===== config.mk =====
export PLATFORM = sky130hd
export DESIGN_NAME = i2c_eeprom_transaction_sequencer_unit_flat
export DESIGN_NICKNAME = d
export VERILOG_FILES = /design/src/design/i2cees_pkg.sv /design/src/design/i2cees_if.sv /design/src/design/i2cees_in_stage.sv /design/src/design/i2cees_core.sv /design/src/design/i2c_eeprom_transaction_sequencer_unit.sv /design/src/flat_wrapper.sv
export SDC_FILE = /design/constraint.sdc
export NUM_CORES = 1
export LEC_CHECK = 0
export ABC_AREA = 1
export BUFFER_PORTS_ARGS = -buffer_cell sky130_fd_sc_hd__buf_2
export CAP_MARGIN = 20
export CORE_MARGIN = 5
export CORE_UTILIZATION = 30
export DETAILED_ROUTE_END_ITERATION = 16
export PLACE_DENSITY = 0.53
export REMOVE_ABC_BUFFERS = 1
export SLEW_MARGIN = 0
export SYNTH_ARGS = -nofsm -noshare
export SYNTH_HDL_FRONTEND = slang
export SYNTH_HIERARCHICAL = 1
export SYNTH_SLANG_ARGS = --single-unit

===== constraint.sdc =====
create_clock -name clock -period 13.6 [get_ports clock]
set_input_delay 1.36 -clock clock [delete_from_list [all_inputs] [get_ports clock]]
set_output_delay 1.36 -clock clock [all_outputs]
set_load 0.01 [all_outputs]

===== src/design/i2cees_pkg.sv =====
`timescale 1ns / 1ps
// ----------------------------------------------------------------------------
// i2cees_pkg
// Types and codes shared by the I2C EEPROM transaction sequencer files.
// ----------------------------------------------------------------------------
package i2cees_pkg;

   // Item kinds on the request channel
   typedef enum logic [1:0] {
      MODE_LOAD  = 2'd0,
      MODE_READ  = 2'd1,
      MODE_WRITE = 2'd2,
      MODE_EVENT = 2'd3
   } mode_type;

   // Bus events reported by the I2C master
   typedef enum logic [2:0] {
      EV_MODE_SELECT  = 3'd0,
      EV_TX_SELECTED  = 3'd1,
      EV_RX_SELECTED  = 3'd2,
      EV_BYTE_SENDING = 3'd3,
      EV_BYTE_SENT    = 3'd4,
      EV_BYTE_RECV    = 3'd5,
      EV_OTHER        = 3'd6
   } event_type;

   // Running transaction
   typedef enum logic [1:0] {
      OP_IDLE  = 2'd0,
      OP_READ  = 2'd1,
      OP_WRITE = 2'd2
   } op_type;

   localparam int unsigned CountWidth = 9;
   localparam int unsigned ByteWidth  = 8;

   // One request item
   typedef struct packed {
      logic [1:0]            mode;
      logic [2:0]            bus_event;
      logic [ByteWidth-1:0]  slave_address;
      logic [ByteWidth-1:0]  word_address;
      logic [CountWidth-1:0] byte_count;
      logic [ByteWidth-1:0]  load_byte;
      logic [ByteWidth-1:0]  received_byte;
   } req_item_type;

   // Result flags and read data (tx_value travels on its own)
   typedef struct packed {
      logic                 ack_enable;
      logic                 ack_disable;
      logic                 start_condition;
      logic                 stop_condition;
      logic                 send_address;
      logic                 address_read;
      logic                 send_byte;
      logic                 read_valid;
      logic [ByteWidth-1:0] read_data;
      logic                 done_res;
      logic                 request_error;
   } rsp_flags_type;

   // Handshake between input stage and core
   typedef struct packed {
      logic         valid;
      req_item_type item;
   } stage_type;

endpackage


===== src/design/i2cees_if.sv =====
`timescale 1ns / 1ps
// ----------------------------------------------------------------------------
// i2cees_req_if / i2cees_rsp_if
// Valid/ready channels for request items and result items.
// ----------------------------------------------------------------------------
interface i2cees_req_if;
   logic       valid;
   logic       ready;
   logic [1:0] mode;
   logic [2:0] bus_event;
   logic [7:0] slave_address;
   logic [7:0] word_address;
   logic [8:0] byte_count;
   logic [7:0] load_byte;
   logic [7:0] received_byte;

   modport source (output valid, mode, bus_event, slave_address, word_address,
                   byte_count, load_byte, received_byte, input ready);
   modport sink (input valid, mode, bus_event, slave_address, word_address,
                 byte_count, load_byte, received_byte, output ready);
endinterface

interface i2cees_rsp_if;
   logic       valid;
   logic       ready;
   logic       ack_enable;
   logic       ack_disable;
   logic       start_condition;
   logic       stop_condition;
   logic       send_address;
   logic       address_read;
   logic       send_byte;
   logic [7:0] tx_value;
   logic       read_valid;
   logic [7:0] read_data;
   logic       done_res;
   logic       request_error;

   modport source (output valid, ack_enable, ack_disable, start_condition,
                   stop_condition, send_address, address_read, send_byte,
                   tx_value, read_valid, read_data, done_res, request_error,
                   input ready);
   modport sink (input valid, ack_enable, ack_disable, start_condition,
                 stop_condition, send_address, address_read, send_byte,
                 tx_value, read_valid, read_data, done_res, request_error,
                 output ready);
endinterface


===== src/design/i2cees_in_stage.sv =====
`timescale 1ns / 1ps
// ----------------------------------------------------------------------------
// i2cees_in_stage
// Input register: captures one request item and holds it until the core
// takes it.
// ----------------------------------------------------------------------------
module i2cees_in_stage
   import i2cees_pkg::*;
(
   input  logic              clock,
   input  logic              reset,
   i2cees_req_if.sink        req_chan,
   input  logic              take,
   output stage_type         stage
);

   logic         valid_ff, valid_in;
   req_item_type item_ff;
   logic         load;

   // Room when empty or when the held item leaves this cycle
   assign req_chan.ready = !valid_ff || take;
   assign load           = req_chan.valid && req_chan.ready;
   assign valid_in       = load || (valid_ff && !take);

   always_ff @(posedge clock) begin
      if (reset) begin
         valid_ff <= 1'b0;
      end else begin
         valid_ff <= valid_in;
      end
   end

   // Payload register, no reset
   always_ff @(posedge clock) begin
      if (load) begin
         item_ff <= '{mode:          req_chan.mode,
                      bus_event:     req_chan.bus_event,
                      slave_address: req_chan.slave_address,
                      word_address:  req_chan.word_address,
                      byte_count:    req_chan.byte_count,
                      load_byte:     req_chan.load_byte,
                      received_byte: req_chan.received_byte};
      end
   end

   assign stage.valid = valid_ff;
   assign stage.item  = item_ff;

endmodule


===== src/design/i2cees_core.sv =====
`timescale 1ns / 1ps
// ----------------------------------------------------------------------------
// i2cees_core
// Transaction state, page buffer and result register. Decodes one item per
// cycle against the current state while no result stalls, and registers it.
// ----------------------------------------------------------------------------
module i2cees_core
   import i2cees_pkg::*;
#(
   parameter int unsigned PAGE_BYTES = 8,
   parameter int unsigned MAX_READ   = 256
)
(
   input  logic       clock,
   input  logic       reset,
   input  stage_type  stage,
   output logic       take,
   i2cees_rsp_if.source rsp_chan
);

   localparam int unsigned PtrWidth = (PAGE_BYTES > 1) ? $clog2(PAGE_BYTES) : 1;
   localparam logic [PtrWidth-1:0]   PtrLast   = PtrWidth'(PAGE_BYTES - 1);
   localparam logic [CountWidth-1:0] PageLimit = CountWidth'(PAGE_BYTES);
   localparam logic [CountWidth-1:0] ReadLimit = CountWidth'(MAX_READ);

   // Transaction state
   op_type                op_ff, op_in;
   logic                  phase_ff, phase_in;
   logic [ByteWidth-1:0]  dev_ff, dev_in;
   logic [ByteWidth-1:0]  mem_ff, mem_in;
   logic [CountWidth-1:0] len_ff, len_in;
   logic [CountWidth-1:0] idx_ff, idx_in;
   logic [PtrWidth-1:0]   lp_ff, lp_in;

   // Page buffer
   logic [ByteWidth-1:0]  page_buffer [PAGE_BYTES];
   logic                  buf_we;

   // Result register
   logic                  rsp_valid_ff, rsp_valid_in;
   rsp_flags_type         flags_ff, flags_in;
   logic [ByteWidth-1:0]  tx_ff, tx_in;
   logic                  use_buf;

   req_item_type          item;
   logic [CountWidth-1:0] idx_next;
   logic [CountWidth:0]   idx_after;
   logic [CountWidth-1:0] limit;

   assign item      = stage.item;
   assign take      = stage.valid && (!rsp_valid_ff || rsp_chan.ready);
   assign idx_next  = idx_ff + CountWidth'(1);
   assign idx_after = {1'b0, idx_next} + (CountWidth + 1)'(1);
   assign limit     = (mode_type'(item.mode) == MODE_READ) ? ReadLimit : PageLimit;

   // Decode of one item against the current state
   always_comb begin
      op_in    = op_ff;
      phase_in = phase_ff;
      dev_in   = dev_ff;
      mem_in   = mem_ff;
      len_in   = len_ff;
      idx_in   = idx_ff;
      lp_in    = lp_ff;
      buf_we   = 1'b0;
      flags_in = '0;
      tx_in    = '0;
      use_buf  = 1'b0;

      unique case (mode_type'(item.mode))
         MODE_LOAD: begin
            buf_we = 1'b1;
            lp_in  = (lp_ff == PtrLast) ? '0 : lp_ff + PtrWidth'(1);
         end
         MODE_READ, MODE_WRITE: begin
            if (item.byte_count == '0 || item.byte_count > limit) begin
               flags_in.request_error = 1'b1;
            end else begin
               op_in    = (mode_type'(item.mode) == MODE_READ) ? OP_READ : OP_WRITE;
               phase_in = 1'b0;
               dev_in   = item.slave_address;
               mem_in   = item.word_address;
               len_in   = item.byte_count;
               idx_in   = '0;
               if (mode_type'(item.mode) == MODE_WRITE) begin
                  lp_in = '0;
               end
               flags_in.start_condition = 1'b1;
            end
         end
         MODE_EVENT: begin
            unique case (event_type'(item.bus_event))
               EV_MODE_SELECT: begin
                  flags_in.ack_enable = 1'b1;
                  if (op_ff == OP_READ || op_ff == OP_WRITE) begin
                     flags_in.send_address = 1'b1;
                     flags_in.address_read = (op_ff == OP_READ) && phase_ff;
                     tx_in                 = dev_ff;
                  end
               end
               EV_RX_SELECTED: begin
                  if (op_ff == OP_READ && len_ff == CountWidth'(1)) begin
                     flags_in.ack_disable    = 1'b1;
                     flags_in.stop_condition = 1'b1;
                  end
               end
               EV_BYTE_SENDING: begin
                  // Word address first, then buffered data on a write
                  if ((op_ff == OP_READ || op_ff == OP_WRITE) && !phase_ff) begin
                     flags_in.send_byte = 1'b1;
                     tx_in              = mem_ff;
                     phase_in           = 1'b1;
                  end else if (op_ff == OP_WRITE && idx_ff < len_ff) begin
                     flags_in.send_byte = 1'b1;
                     use_buf            = idx_ff < PageLimit;
                     idx_in             = idx_next;
                  end
               end
               EV_BYTE_SENT: begin
                  if (op_ff == OP_READ) begin
                     flags_in.start_condition = 1'b1;
                  end else if (op_ff == OP_WRITE && idx_ff == len_ff) begin
                     flags_in.stop_condition = 1'b1;
                     flags_in.done_res       = 1'b1;
                     op_in                   = OP_IDLE;
                  end
               end
               EV_BYTE_RECV: begin
                  if (op_ff == OP_READ) begin
                     flags_in.read_valid = 1'b1;
                     flags_in.read_data  = item.received_byte;
                     idx_in              = idx_next;
                     // NACK and STOP ahead of the last byte, done on it
                     if (idx_after == {1'b0, len_ff}) begin
                        flags_in.ack_disable    = 1'b1;
                        flags_in.stop_condition = 1'b1;
                     end else if (idx_next == len_ff) begin
                        flags_in.done_res = 1'b1;
                        op_in             = OP_IDLE;
                     end
                  end
               end
               default: begin
               end
            endcase
         end
         default: begin
         end
      endcase
   end

   assign rsp_valid_in = take || (rsp_valid_ff && !rsp_chan.ready);

   // Control state
   always_ff @(posedge clock) begin
      if (reset) begin
         rsp_valid_ff <= 1'b0;
         op_ff        <= OP_IDLE;
         phase_ff     <= 1'b0;
         dev_ff       <= '0;
         mem_ff       <= '0;
         len_ff       <= '0;
         idx_ff       <= '0;
         lp_ff        <= '0;
      end else begin
         rsp_valid_ff <= rsp_valid_in;
         if (take) begin
            op_ff    <= op_in;
            phase_ff <= phase_in;
            dev_ff   <= dev_in;
            mem_ff   <= mem_in;
            len_ff   <= len_in;
            idx_ff   <= idx_in;
            lp_ff    <= lp_in;
         end
      end
   end

   // Page buffer write, and registered read into the tx result field
   always_ff @(posedge clock) begin
      if (take && buf_we) begin
         page_buffer[lp_ff] <= item.load_byte;
      end
      if (take) begin
         flags_ff <= flags_in;
         tx_ff    <= use_buf ? page_buffer[idx_ff[PtrWidth-1:0]] : tx_in;
      end
   end

   assign rsp_chan.valid           = rsp_valid_ff;
   assign rsp_chan.ack_enable      = flags_ff.ack_enable;
   assign rsp_chan.ack_disable     = flags_ff.ack_disable;
   assign rsp_chan.start_condition = flags_ff.start_condition;
   assign rsp_chan.stop_condition  = flags_ff.stop_condition;
   assign rsp_chan.send_address    = flags_ff.send_address;
   assign rsp_chan.address_read    = flags_ff.address_read;
   assign rsp_chan.send_byte       = flags_ff.send_byte;
   assign rsp_chan.tx_value        = tx_ff;
   assign rsp_chan.read_valid      = flags_ff.read_valid;
   assign rsp_chan.read_data       = flags_ff.read_data;
   assign rsp_chan.done_res        = flags_ff.done_res;
   assign rsp_chan.request_error   = flags_ff.request_error;

endmodule


===== src/design/i2c_eeprom_transaction_sequencer_unit.sv =====
`timescale 1ns / 1ps
// ----------------------------------------------------------------------------
// i2c_eeprom_transaction_sequencer_unit
// Sequences random reads and page writes to a serial EEPROM through an I2C
// master, one command set per request item.
//
//   channel   | dir | handshake    | payload
//   ----------+-----+--------------+-------------------------------------
//   req_chan  | in  | valid/ready  | mode, bus_event, addresses, count, data
//   rsp_chan  | out | valid/ready  | command flags, tx_value, read data
//
// One item accepted per cycle while the result side does not stall; its
// result goes through the input register, then decode into the result
// register. Throughput is one item per cycle when no result stalls, with a
// combinational decode and one write / one read port on the page buffer.
// Reset is synchronous; the page buffer is not cleared.
// A stalled result holds in the result register while the input register
// still takes one more item.
// ----------------------------------------------------------------------------
module i2c_eeprom_transaction_sequencer_unit
   import i2cees_pkg::*;
#(
   parameter int unsigned PAGE_BYTES = 8,
   parameter int unsigned MAX_READ   = 256
)
(
   input  logic         clock,
   input  logic         reset,
   i2cees_req_if.sink   req_chan,
   i2cees_rsp_if.source rsp_chan
);

   stage_type stage;
   logic      take;

   // Input register
   i2cees_in_stage u_in_stage (
      .clock    (clock),
      .reset    (reset),
      .req_chan (req_chan),
      .take     (take),
      .stage    (stage)
   );

   // Decode, state and result register
   i2cees_core #(
      .PAGE_BYTES (PAGE_BYTES),
      .MAX_READ   (MAX_READ)
   ) u_core (
      .clock    (clock),
      .reset    (reset),
      .stage    (stage),
      .take     (take),
      .rsp_chan (rsp_chan)
   );

endmodule


===== src/flat_wrapper.sv =====
// flat-port wrapper written by rule: the top's interface ports become plain ports
module i2c_eeprom_transaction_sequencer_unit_flat import i2cees_pkg::*;
#(
   parameter int unsigned PAGE_BYTES = 8,
   parameter int unsigned MAX_READ   = 256
)
  (clock, reset, req_chan_valid, req_chan_mode, req_chan_bus_event, req_chan_slave_address, req_chan_word_address, req_chan_byte_count, req_chan_load_byte, req_chan_received_byte, req_chan_ready, rsp_chan_valid, rsp_chan_ack_enable, rsp_chan_ack_disable, rsp_chan_start_condition, rsp_chan_stop_condition, rsp_chan_send_address, rsp_chan_address_read, rsp_chan_send_byte, rsp_chan_tx_value, rsp_chan_read_valid, rsp_chan_read_data, rsp_chan_done_res, rsp_chan_request_error, rsp_chan_ready);
  i2cees_req_if req_chan_i ();
  i2cees_rsp_if rsp_chan_i ();
  input  logic clock;
  input  logic reset;
  input wire logic [$bits(req_chan_i.valid)-1:0] req_chan_valid;
  input wire logic [$bits(req_chan_i.mode)-1:0] req_chan_mode;
  input wire logic [$bits(req_chan_i.bus_event)-1:0] req_chan_bus_event;
  input wire logic [$bits(req_chan_i.slave_address)-1:0] req_chan_slave_address;
  input wire logic [$bits(req_chan_i.word_address)-1:0] req_chan_word_address;
  input wire logic [$bits(req_chan_i.byte_count)-1:0] req_chan_byte_count;
  input wire logic [$bits(req_chan_i.load_byte)-1:0] req_chan_load_byte;
  input wire logic [$bits(req_chan_i.received_byte)-1:0] req_chan_received_byte;
  output wire logic [$bits(req_chan_i.ready)-1:0] req_chan_ready;
  output wire logic [$bits(rsp_chan_i.valid)-1:0] rsp_chan_valid;
  output wire logic [$bits(rsp_chan_i.ack_enable)-1:0] rsp_chan_ack_enable;
  output wire logic [$bits(rsp_chan_i.ack_disable)-1:0] rsp_chan_ack_disable;
  output wire logic [$bits(rsp_chan_i.start_condition)-1:0] rsp_chan_start_condition;
  output wire logic [$bits(rsp_chan_i.stop_condition)-1:0] rsp_chan_stop_condition;
  output wire logic [$bits(rsp_chan_i.send_address)-1:0] rsp_chan_send_address;
  output wire logic [$bits(rsp_chan_i.address_read)-1:0] rsp_chan_address_read;
  output wire logic [$bits(rsp_chan_i.send_byte)-1:0] rsp_chan_send_byte;
  output wire logic [$bits(rsp_chan_i.tx_value)-1:0] rsp_chan_tx_value;
  output wire logic [$bits(rsp_chan_i.read_valid)-1:0] rsp_chan_read_valid;
  output wire logic [$bits(rsp_chan_i.read_data)-1:0] rsp_chan_read_data;
  output wire logic [$bits(rsp_chan_i.done_res)-1:0] rsp_chan_done_res;
  output wire logic [$bits(rsp_chan_i.request_error)-1:0] rsp_chan_request_error;
  input wire logic [$bits(rsp_chan_i.ready)-1:0] rsp_chan_ready;
  assign req_chan_i.valid = req_chan_valid;
  assign req_chan_i.mode = req_chan_mode;
  assign req_chan_i.bus_event = req_chan_bus_event;
  assign req_chan_i.slave_address = req_chan_slave_address;
  assign req_chan_i.word_address = req_chan_word_address;
  assign req_chan_i.byte_count = req_chan_byte_count;
  assign req_chan_i.load_byte = req_chan_load_byte;
  assign req_chan_i.received_byte = req_chan_received_byte;
  assign req_chan_ready = req_chan_i.ready;
  assign rsp_chan_valid = rsp_chan_i.valid;
  assign rsp_chan_ack_enable = rsp_chan_i.ack_enable;
  assign rsp_chan_ack_disable = rsp_chan_i.ack_disable;
  assign rsp_chan_start_condition = rsp_chan_i.start_condition;
  assign rsp_chan_stop_condition = rsp_chan_i.stop_condition;
  assign rsp_chan_send_address = rsp_chan_i.send_address;
  assign rsp_chan_address_read = rsp_chan_i.address_read;
  assign rsp_chan_send_byte = rsp_chan_i.send_byte;
  assign rsp_chan_tx_value = rsp_chan_i.tx_value;
  assign rsp_chan_read_valid = rsp_chan_i.read_valid;
  assign rsp_chan_read_data = rsp_chan_i.read_data;
  assign rsp_chan_done_res = rsp_chan_i.done_res;
  assign rsp_chan_request_error = rsp_chan_i.request_error;
  assign rsp_chan_i.ready = rsp_chan_ready;
  i2c_eeprom_transaction_sequencer_unit #(.PAGE_BYTES(PAGE_BYTES), .MAX_READ(MAX_READ)) u_core (.clock(clock), .reset(reset), .req_chan(req_chan_i), .rsp_chan(rsp_chan_i));
endmodule

After elaboration in Yosys (flattened, before gate mapping):

Memory sizes are Yosys's and may differ from the RTL's. A register that Yosys moved wholly into a read port is not among the register bits.
Index checks and enable logic that the tools add are counted.

* flip-flop bits (word level): 114
* bits in writable memories: 64
* input bits: 50
* output and inout port bits: 28
* word-level logic and storage cells: 158
* memories: 1

* add/subtract/negate cells: 3
* magnitude comparators: 3
* eq/ne operators: 27
* mux-type cells: 58
* bitwise logic cells: 1
* reduce and logical (&&, ||, !) cells: 37

Memories
* u_core.u_core.page_buffer: depth 8, width 8, read ports 1, clocked after Yosys merged registers in 1, write ports 1, line i2cees_core.sv:36 `logic [ByteWidth-1:0] page_buffer [PAGE_BYTES];`

Operators with widths (count)
* $mux W9: 5
* $pmux W9 S2: 2
* $mux W8: 4
* $mux W1: 24
* $ne A3 B3 Y1 const B: 7
* $eq A9 B9 Y1: 2
* $mux W2: 8
* $pmux W8 S2: 1
* $mux W3: 5
* $add A9 B1 Y10 const B: 1
* $eq A10 B9 Y1: 1
* $logic_and A1 B1 Y1: 10
* $mux W10: 1
* $add A9 B1 Y9 const B: 1
* $eq A3 B3 Y1 const B: 3
* $eq A9 B1 Y1 const B: 1
* $gt A9 B9 Y1: 1
* $logic_not A9 Y1: 1
* $lt A9 B4 Y1 const B: 1
* $lt A9 B9 Y1: 1
* $reduce_and A3 Y1: 3
* $reduce_and A9 Y1: 1
* $pmux W1 S2: 4
* $pmux W2 S2: 2
* other kinds (20): 39

Depth between registers and ports, before layout:

Gate-level depths: netlist (run 1).

* depth after elaboration: 8
* gate-level depth with buffers: 16
* gate-level depth less buffers: 15

Modules after synthesis:

Netlist (run 1), hierarchy kept.

By module, submodules not included
* i2cees_core: times used 1, cells each 691, area each 6388.6 µm², sequential area each 3583.4 µm²
* i2cees_in_stage: times used 1, cells each 53, area each 1436.4 µm², sequential area each 1401.3 µm²

Worst setup path after synthesis (run 1):

Ideal clock, no wire load.

* path kind: input to register
* start point: input port rsp_chan_ready
* end point: register u_core.u_in_stage.item_ff (netlist bit u_core/u_in_stage/stage[0]), enable pin
* library setup time: 0.465 ns
* data arrival time: 5.135 ns
* data required time: 13.135 ns
* path slack: 8.000 ns
* stages on the path: 8
* path buffers: 2
* path through: inv_1 nand2_1 nand2_1 inv_1 buf_2 buf_1 inv_2 a21oi_1

* cells in the longest elaborated chain, start to end: 4

Ends and longest elaborated chain
* from (decl): line flat_wrapper.sv:34 `input wire logic [$bits(rsp_chan_i.ready)-1:0] rsp_chan_ready;`
* $logic_or A1 B1 Y1: line i2cees_core.sv:51 `assign take = stage.valid && (!rsp_valid_ff || rsp_chan.ready);`
* $logic_and A1 B1 Y1: line i2cees_core.sv:51
* named net u_core.take: line i2c_eeprom_transaction_sequencer_unit.sv:34 `logic take;`
* $logic_or A1 B1 Y1: line i2cees_in_stage.sv:22 `assign req_chan.ready = !valid_ff || take;`
* $logic_and A1 B1 Y1: line i2cees_in_stage.sv:23 `assign load = req_chan.valid && req_chan.ready;`
* named net u_core.u_in_stage.load: line i2cees_in_stage.sv:19 `logic load;`
* to (signal assigned): line i2cees_in_stage.sv:37 `item_ff <= '{mode: req_chan.mode,`
* to (decl): line i2cees_in_stage.sv:18 `req_item_type item_ff;`

The timed path passes the listed nets, and every way through them passes these cells.
A chain may end at the register's enable or synchronous reset.

Worst setup path in the final report (run 1):

* start point: input port rsp_chan_ready
* end point: output port req_chan_ready

* cells in the longest elaborated chain, start to end: 3

Ends and longest elaborated chain
* $logic_or A1 B1 Y1: line i2cees_core.sv:51
* $logic_and A1 B1 Y1: line i2cees_core.sv:51
* named net u_core.take: line i2c_eeprom_transaction_sequencer_unit.sv:34
* $logic_or A1 B1 Y1: line i2cees_in_stage.sv:22
* to (decl): line flat_wrapper.sv:20 `output wire logic [$bits(req_chan_i.ready)-1:0] req_chan_ready;`

The timed path passes the listed nets, and every way through them passes these cells.

==> out/metrics.cfg, run 1 <==
[status]
status = completed

[logic_synthesis]
main_combinational_cell_family_by_area_after_synthesis = simple AND/OR/NAND/NOR gates
synthesis.yosys.warnings = 6
muxShareOfSynthArea = 0.0102
synth-seq-cells = 181
mappedNetlistArea_sq_um = 7830
syn_avg_cell_area_sq_um = 10.5
synth_adder_area_share = 0.0336
synthDistinctLibCells = 38
synthSimpleGateAreaFrac = 0.178
synth-async-reset-ratio = 0
synthesis.instances = 744
synth_compound_gate_area_share = 0.0939
synth-seq-area-share = 0.637
synthFlopType = sky130_fd_sc_hd__edfxtp_1
synth_xor_xnor_area_share = 0.00112
synth-edff-count = 136

[clocking]
cts_tree = yes
worst_skew_pair.late_latency_ps = 430
cts.sink_count = 181
cts-hold-fix-buffers = 0
cts_max_path_buffers = 2
cts-htree-levels = 4
buffer_type_at_the_clock_tree_root = sky130_fd_sc_hd__clkbuf_16
cts_inserted_buffers = 17
postCtsSetupBuffers = 0
cts_repair_resize_count = 0
path_clk_slew_ps = 70

[worst_setup_path]
critPathBufInv = 5
cp_slowest_stage_delay_ps = 710
reg2reg_setup_slack_ps = 10590
crit_required_ps = 12240
timing.critical_path.slowest_stage_cell = sky130_fd_sc_hd__inv_2
start_of_the_worst_register_to_register_path = u_core/u_in_stage/stage[45]
critical_path.endpoint_type = primary output
cp.arrival_ps = 2720
crit_family = buffers and inverters
timing.setup.critical_path_class = in2out
critical_path.cell_chain = buf_2 -> inv_1 -> nand2_1 -> nand2_1 -> inv_2 -> inv_2 -> nand2_2 -> buf_2
cp_max_fo = 47
critical_r2r_capture = u_core/u_core/phase_ff
rr_worst_depth = 12
worstSetupStartpointType = primary input

[placed_design]
post-place-cells = 1135
routabilityCongestion = 0.831
dp_worst_setup_slack_ps = 9480
place_hpwl_microns = 12400
port-buffer-count = 77
placement.cell_area_sq_um = 8550

[worst_hold_path]
hold-path-cell-count = 2
worst_hold_path.endpoint = u_core/u_core/dev_ff[1]
min_path_type = reg2reg
hold_path.startpoint = u_core/u_core/dev_ff[1]

[timing]
min_period_ps = 4080
report.final.slew_viol_count = 0
finalSetupTns_ps = 0
rsz0062_at_grt = false
max_slew.worst_pin.slew_ps = 1040
finalSetupViolations = 0
final_count_of_hold_timing_violations = 0
fmax_ghz = 0.245
maxSlewHeadroom = 0.307
setup_slack_ps = 9520
worst_clock_skew_ps = 15.2
fin_hold_ws_ps = 466
post-route-period-util = 0.300

[power]
power_mw = 1.24
power.switching_mw = 0.331
internal-power_mw = 0.904
swShare = 0.268
p_per_area_nw_per_um2 = 135
power_frac_comb = 0.086
static_leakage_power_nw = 3.44
seq_power_share = 0.511
peak_ir_drop_on_the_vdd_network_mv = 0.0858
clockPowerShare = 0.403

[grt]
number_of_global_route_vias_before_repair = 5238
grt_start_max_net_pins = 48
grt_pass1_wl_microns = 28000
globalRouteTotalUtil = 0.122
antenna_found_initial = 0
grt-ovfl-total = 0

[layout]
insertedDiodeCount = 0
final_layout_size_suffix_gt1_frac = 0.163
final_cells = 1167
fin_area_sq_um = 9170
nets = 890
flow.area_growth_from_synthesis_pct = 17.2
mostFrequentLayoutCell = sky130_fd_sc_hd__nand2_1
mostFrequentLayoutCells = 146 x sky130_fd_sc_hd__nand2_1, 136 x sky130_fd_sc_hd__edfxtp_1, 81 x sky130_fd_sc_hd__nor2_1
final_core_utilization = 0.355

[routing]
ant_nets = 0
route.detailed.vias_per_inst = 4.67
drt-total-wl_microns = 17600
drc_errors = 0
num_vias = 5447
firstDrtPassIters = 4
wl_per_cell_microns = 15.1
drt_first_iter_violations = 356

[die]
die_height_microns = 172
die_area_sq_um = 29400
die_x_microns = 172
design.portCount = 78
starting_density_of_the_core = 0.303
coreArea_sq_um = 25800
placementRows = 59

[run]
cap_violations = 0

==> worst max-delay path by stage <==
stage / end / startpoint / cells after the start / slack, ps
after floorplan: u_core/u_in_stage/stage[0] / rsp_chan_ready / 6 / 8410
after global placement: req_chan_ready / rsp_chan_ready / 8 / 9500
after detailed placement: req_chan_ready / rsp_chan_ready / 8 / 9480
after CTS: req_chan_ready / rsp_chan_ready / 8 / 9480
after global routing: req_chan_ready / rsp_chan_ready / 8 / 9340
final: req_chan_ready / rsp_chan_ready / 8 / 9520
==> area by class of cell <==
class                      count  area (sq um)
fill                        2595         16700
inverter                      66           248
clock buffer                  17           425
multi-input combinational    473          2490
tap                          335           419
timing repair buffer          80           408
sequential                   181          4980
clock inverter                15           198
==> routing by layer <==
layer / global-route usage / wire length (microns) / up-vias / part of all wire
li1: - / - / 2747 / -
met1: 0.170 / 8420 / 2611 / 0.48
met2: 0.195 / 8510 / 80 / 0.48
met3: 0.0232 / 566 / 9 / 0.032
met4: 0.0351 / 153 / 0 / 0.0087
met5: 0 / 0 / - / 0
==> synthesized netlist by cell type, types with 2 or more instances <==
cell | count | area (sq um)
sky130_fd_sc_hd__nand2_1 | 146 | 548
sky130_fd_sc_hd__o221ai_1 | 8 | 70.1
sky130_fd_sc_hd__clkinv_1 | 3 | 11.3
sky130_fd_sc_hd__nand3b_1 | 3 | 22.5
sky130_fd_sc_hd__o21ai_0 | 42 | 210
sky130_fd_sc_hd__ha_1 | 21 | 263
sky130_fd_sc_hd__nand4_1 | 8 | 50.1
sky130_fd_sc_hd__nor2_4 | 3 | 33.8
sky130_fd_sc_hd__nor4_1 | 5 | 31.3
sky130_fd_sc_hd__buf_2 | 7 | 35.0
sky130_fd_sc_hd__nand2_2 | 8 | 50.1
sky130_fd_sc_hd__a32oi_1 | 8 | 70.1
sky130_fd_sc_hd__nor3_1 | 3 | 15.0
sky130_fd_sc_hd__a21oi_1 | 54 | 270
sky130_fd_sc_hd__inv_1 | 62 | 233
sky130_fd_sc_hd__a22oi_1 | 8 | 60.1
sky130_fd_sc_hd__buf_1 | 2 | 7.51
sky130_fd_sc_hd__edfxtp_1 | 136 | 4080
sky130_fd_sc_hd__nor2_1 | 81 | 304
sky130_fd_sc_hd__dfxtp_1 | 45 | 901
sky130_fd_sc_hd__nor2_2 | 2 | 12.5
sky130_fd_sc_hd__nand3_1 | 53 | 265
sky130_fd_sc_hd__clkbuf_1 | 12 | 45.0
sky130_fd_sc_hd__nor3_2 | 2 | 20.0
sky130_fd_sc_hd__buf_4 | 2 | 15.0
sky130_fd_sc_hd__mux2i_1 | 8 | 80.1
==> worst reg2reg max path, delay by kind of cell (launching register included) <==
family,cells,cell delay (ps)
AOI/OAI and AO/OA,3,620
DFF,1,420
adders and majority gates,2,470
buffers and inverters,2,200
and+or+nand+nor,5,1180
==> sequential cells by signal, indices dropped and copies added, names as in the netlist, 2 cells and up, named ones only <==
name / count
u_core/u_core/dev_ff: 8
u_core/u_core/idx_ff: 9
u_core/u_core/len_ff: 9
u_core/u_core/lp_ff: 3
u_core/u_core/mem_ff: 8
u_core/u_core/op_ff: 2
u_core/u_core/page_buffer: 64
u_core/u_core/rsp_chan.read_data: 8
u_core/u_core/rsp_chan.tx_value: 8
u_core/u_in_stage/stage: 46
==> power by group through the flow <==
| stage | Combinational [mW] | Sequential [mW] | Clock [mW] |
|---|---|---|---|
| detailed placement | 0.106 | 0.644 | 0 |
| CTS | 0.107 | 0.632 | 0.513 |
| finish | 0.106 | 0.631 | 0.498 |
| global placement | 0.105 | 0.644 | 0 |
| global route | 0.120 | 0.634 | 0.538 |
| floorplan | 0.0657 | 0.644 | 0 |
==> cell families (layout without fill, tap and decap cells) <==
| group | after synthesis | in the layout |
|---|---|---|
| compound gates | 125 | 125 |
| xor+xnor | 1 | 1 |
| flops | 181 | 181 |
| fa+ha+maj | 21 | 21 |
| mux | 8 | 8 |
| buf+inv | 90 | 178 |
| simple gates | 318 | 318 |
(Power assumes the default switching activity.)
==> inputs of run 2 (changes only) <==
--- a/config.mk
+++ b/config.mk
@@ -11,7 +11,7 @@
 export CORE_MARGIN = 5
 export CORE_UTILIZATION = 30
 export DETAILED_ROUTE_END_ITERATION = 16
-export PLACE_DENSITY = 0.53
+export PLACE_DENSITY = 0.55
 export REMOVE_ABC_BUFFERS = 1
 export SLEW_MARGIN = 0
 export SYNTH_ARGS = -nofsm -noshare
==> constraint.sdc (replaced) <==
create_clock -name clock -period 3.4 [get_ports clock]
set_input_delay 0.34 -clock clock [delete_from_list [all_inputs] [get_ports clock]]
set_output_delay 0.34 -clock clock [all_outputs]
set_load 0.01 [all_outputs]
==> out/metrics.cfg, run 2 (synthesis results as in run 1) <==
[status]
status = completed

[clocking]
cts_tree = yes
cts.sink_count = 181
cts_repair_resize_count = 0
cts_inserted_buffers = 17
cts-htree-levels = 4
worst_skew_pair.late_latency_ps = 430
cts-hold-fix-buffers = 0
cts_max_path_buffers = 2
path_clk_slew_ps = 80
postCtsSetupBuffers = 0
buffer_type_at_the_clock_tree_root = sky130_fd_sc_hd__clkbuf_16

[layout]
final_cells = 1174
nets = 897
mostFrequentLayoutCells = 146 x sky130_fd_sc_hd__nand2_1, 136 x sky130_fd_sc_hd__edfxtp_1, 81 x sky130_fd_sc_hd__nor2_1
flow.area_growth_from_synthesis_pct = 17.8
fin_area_sq_um = 9220
insertedDiodeCount = 0
mostFrequentLayoutCell = sky130_fd_sc_hd__nand2_1
final_layout_size_suffix_gt1_frac = 0.170
registers.top_by_ff_count = u_core/u_core/page_buffer
largest_register_ffs = 64

[power]
p_per_area_nw_per_um2 = 536
peak_ir_drop_on_the_vdd_network_mv = 0.327
static_leakage_power_nw = 3.47
power_mw = 4.94

[routing]
wl_per_cell_microns = 15.3
firstDrtPassIters = 5
drt-total-wl_microns = 18000
num_vias = 5539
route.detailed.vias_per_inst = 4.72
ant_nets = 0
drc_errors = 0
drt_first_iter_violations = 359

[worst_setup_path]
critPathLaunch = u_core/u_in_stage/stage[45]
reg2reg_setup_slack_ps = 570
crit_required_ps = 3690
rr_worst_depth = 12
cp.arrival_ps = 3130
cp_max_fo = 35
worstSetupStartpointType = flop
timing.setup.critical_path_class = reg2reg
critical_path.endpoint_type = flop
critical_r2r_capture = u_core/u_core/len_ff[4]
start_of_the_worst_register_to_register_path = u_core/u_in_stage/stage[45]
critical_path.endpoint = u_core/u_core/len_ff[4]

[die]
die_height_microns = 172
die_x_microns = 172
starting_density_of_the_core = 0.303
coreArea_sq_um = 25800
placementRows = 59
die_area_sq_um = 29400
design.portCount = 78

[run]
cap_violations = 0

[timing]
finalSetupViolations = 0
finalSetupTns_ps = 0
maxSlewHeadroom = 0.334
report.final.slew_viol_count = 0
final_count_of_hold_timing_violations = 0
rsz0062_at_grt = false
post-route-period-util = 0.834
worst_clock_skew_ps = 13.7
max_slew.worst_pin.slew_ps = 995
min_period_ps = 2830
fmax_ghz = 0.353

[grt]
globalRouteTotalUtil = 0.123
number_of_global_route_vias_before_repair = 5389
grt_pass1_wl_microns = 28400
antenna_found_initial = 0
grt_start_max_net_pins = 47
grt-ovfl-total = 0

[placed_design]
placement.cell_area_sq_um = 8600
port-buffer-count = 77
routabilityCongestion = 0.874
place_hpwl_microns = 12600
post-place-cells = 1142

[worst_hold_path]
min_path_type = in2reg
hold-path-cell-count = 1

run 2: cell types whose count changed in the layout (fill, tap and decap cells not counted):
cell | before | now
sky130_fd_sc_hd__buf_4 | 3 | 10
sky130_fd_sc_hd__clkinv_8 | 6 | 4
sky130_fd_sc_hd__clkinvlp_4 | 1 | 2
sky130_fd_sc_hd__inv_12 | 2 | 3
sky130_fd_sc_hd__inv_6 | 1 | 0
sky130_fd_sc_hd__inv_8 | 3 | 4
run 2: layout make-up:
cell class | instances | area (sq um)
Clock buffer | 17 | 425
Tap cell | 335 | 419
Sequential cell | 181 | 4980
Fill cell | 2611 | 16600
Timing Repair Buffer | 87 | 460
Clock inverter | 15 | 191
Multi-Input combinational cell | 473 | 2490
Inverter | 66 | 248
run 2: worst min-delay path by stage:
| stage | start | slack (ps) | endpoint |
|---|---|---|---|
| final | req_chan_load_byte[7] | 80 | u_core/u_in_stage/stage[15] |
| after floorplan | reset | 400 | u_core/u_in_stage/valid_ff |
| after CTS | req_chan_load_byte[7] | 60 | u_core/u_in_stage/stage[15] |
| after global routing | req_chan_load_byte[6] | 60 | u_core/u_in_stage/stage[14] |
| after detailed placement | u_core/u_core/mem_ff[5] | 450 | u_core/u_core/mem_ff[5] |
| after global placement | u_core/u_core/dev_ff[0] | 450 | u_core/u_core/dev_ff[0] |
run 2: power breakdown:
| group | internal [mW] | total (mW) | switching (mW) | leakage (nW) |
|---|---|---|---|---|
| Sequential | 2.46 | 2.53 | 0.0715 | 1.64 |
| Clock | 1.01 | 1.99 | 0.980 | 0.292 |
| Combinational | 0.147 | 0.421 | 0.274 | 1.54 |
| Total | 3.62 | 4.94 | 1.32 | 3.47 |
run 2: stage by stage:
| step | hold slack, ps | worst slack (ps) | util |
|---|---|---|---|
| floorplan | 402 | -768 | - |
| global placement | 448 | 661 | 0.333 |
| detailed placement | 453 | 594 | 0.333 |
| CTS | 64.1 | 576 | 0.357 |
| global route | 57.7 | 254 | 0.357 |
| finish | 80.2 | 566 | 0.357 |
run 2: critical path, stage by stage (launching register included):
cell and delay, ps:
sky130_fd_sc_hd__edfxtp_1 420, sky130_fd_sc_hd__inv_1 110, sky130_fd_sc_hd__ha_1 140, sky130_fd_sc_hd__inv_1 80, sky130_fd_sc_hd__ha_1 340, sky130_fd_sc_hd__a21oi_1 170, sky130_fd_sc_hd__nand3_1 90, sky130_fd_sc_hd__nand2_1 110
sky130_fd_sc_hd__nand2_2 90, sky130_fd_sc_hd__nor2_4 310, sky130_fd_sc_hd__nand2_2 460, sky130_fd_sc_hd__o21ai_0 330, sky130_fd_sc_hd__a21oi_1 60
run 2: routing by layer:
layer | global-route usage | vias to the layer above | routed length [microns]
li1 | - | 2753 | -
met1 | 0.162 | 2645 | 8260
met2 | 0.205 | 123 | 8790
met3 | 0.0230 | 18 | 661
met4 | 0.0424 | 0 | 263
met5 | 0 | - | 0
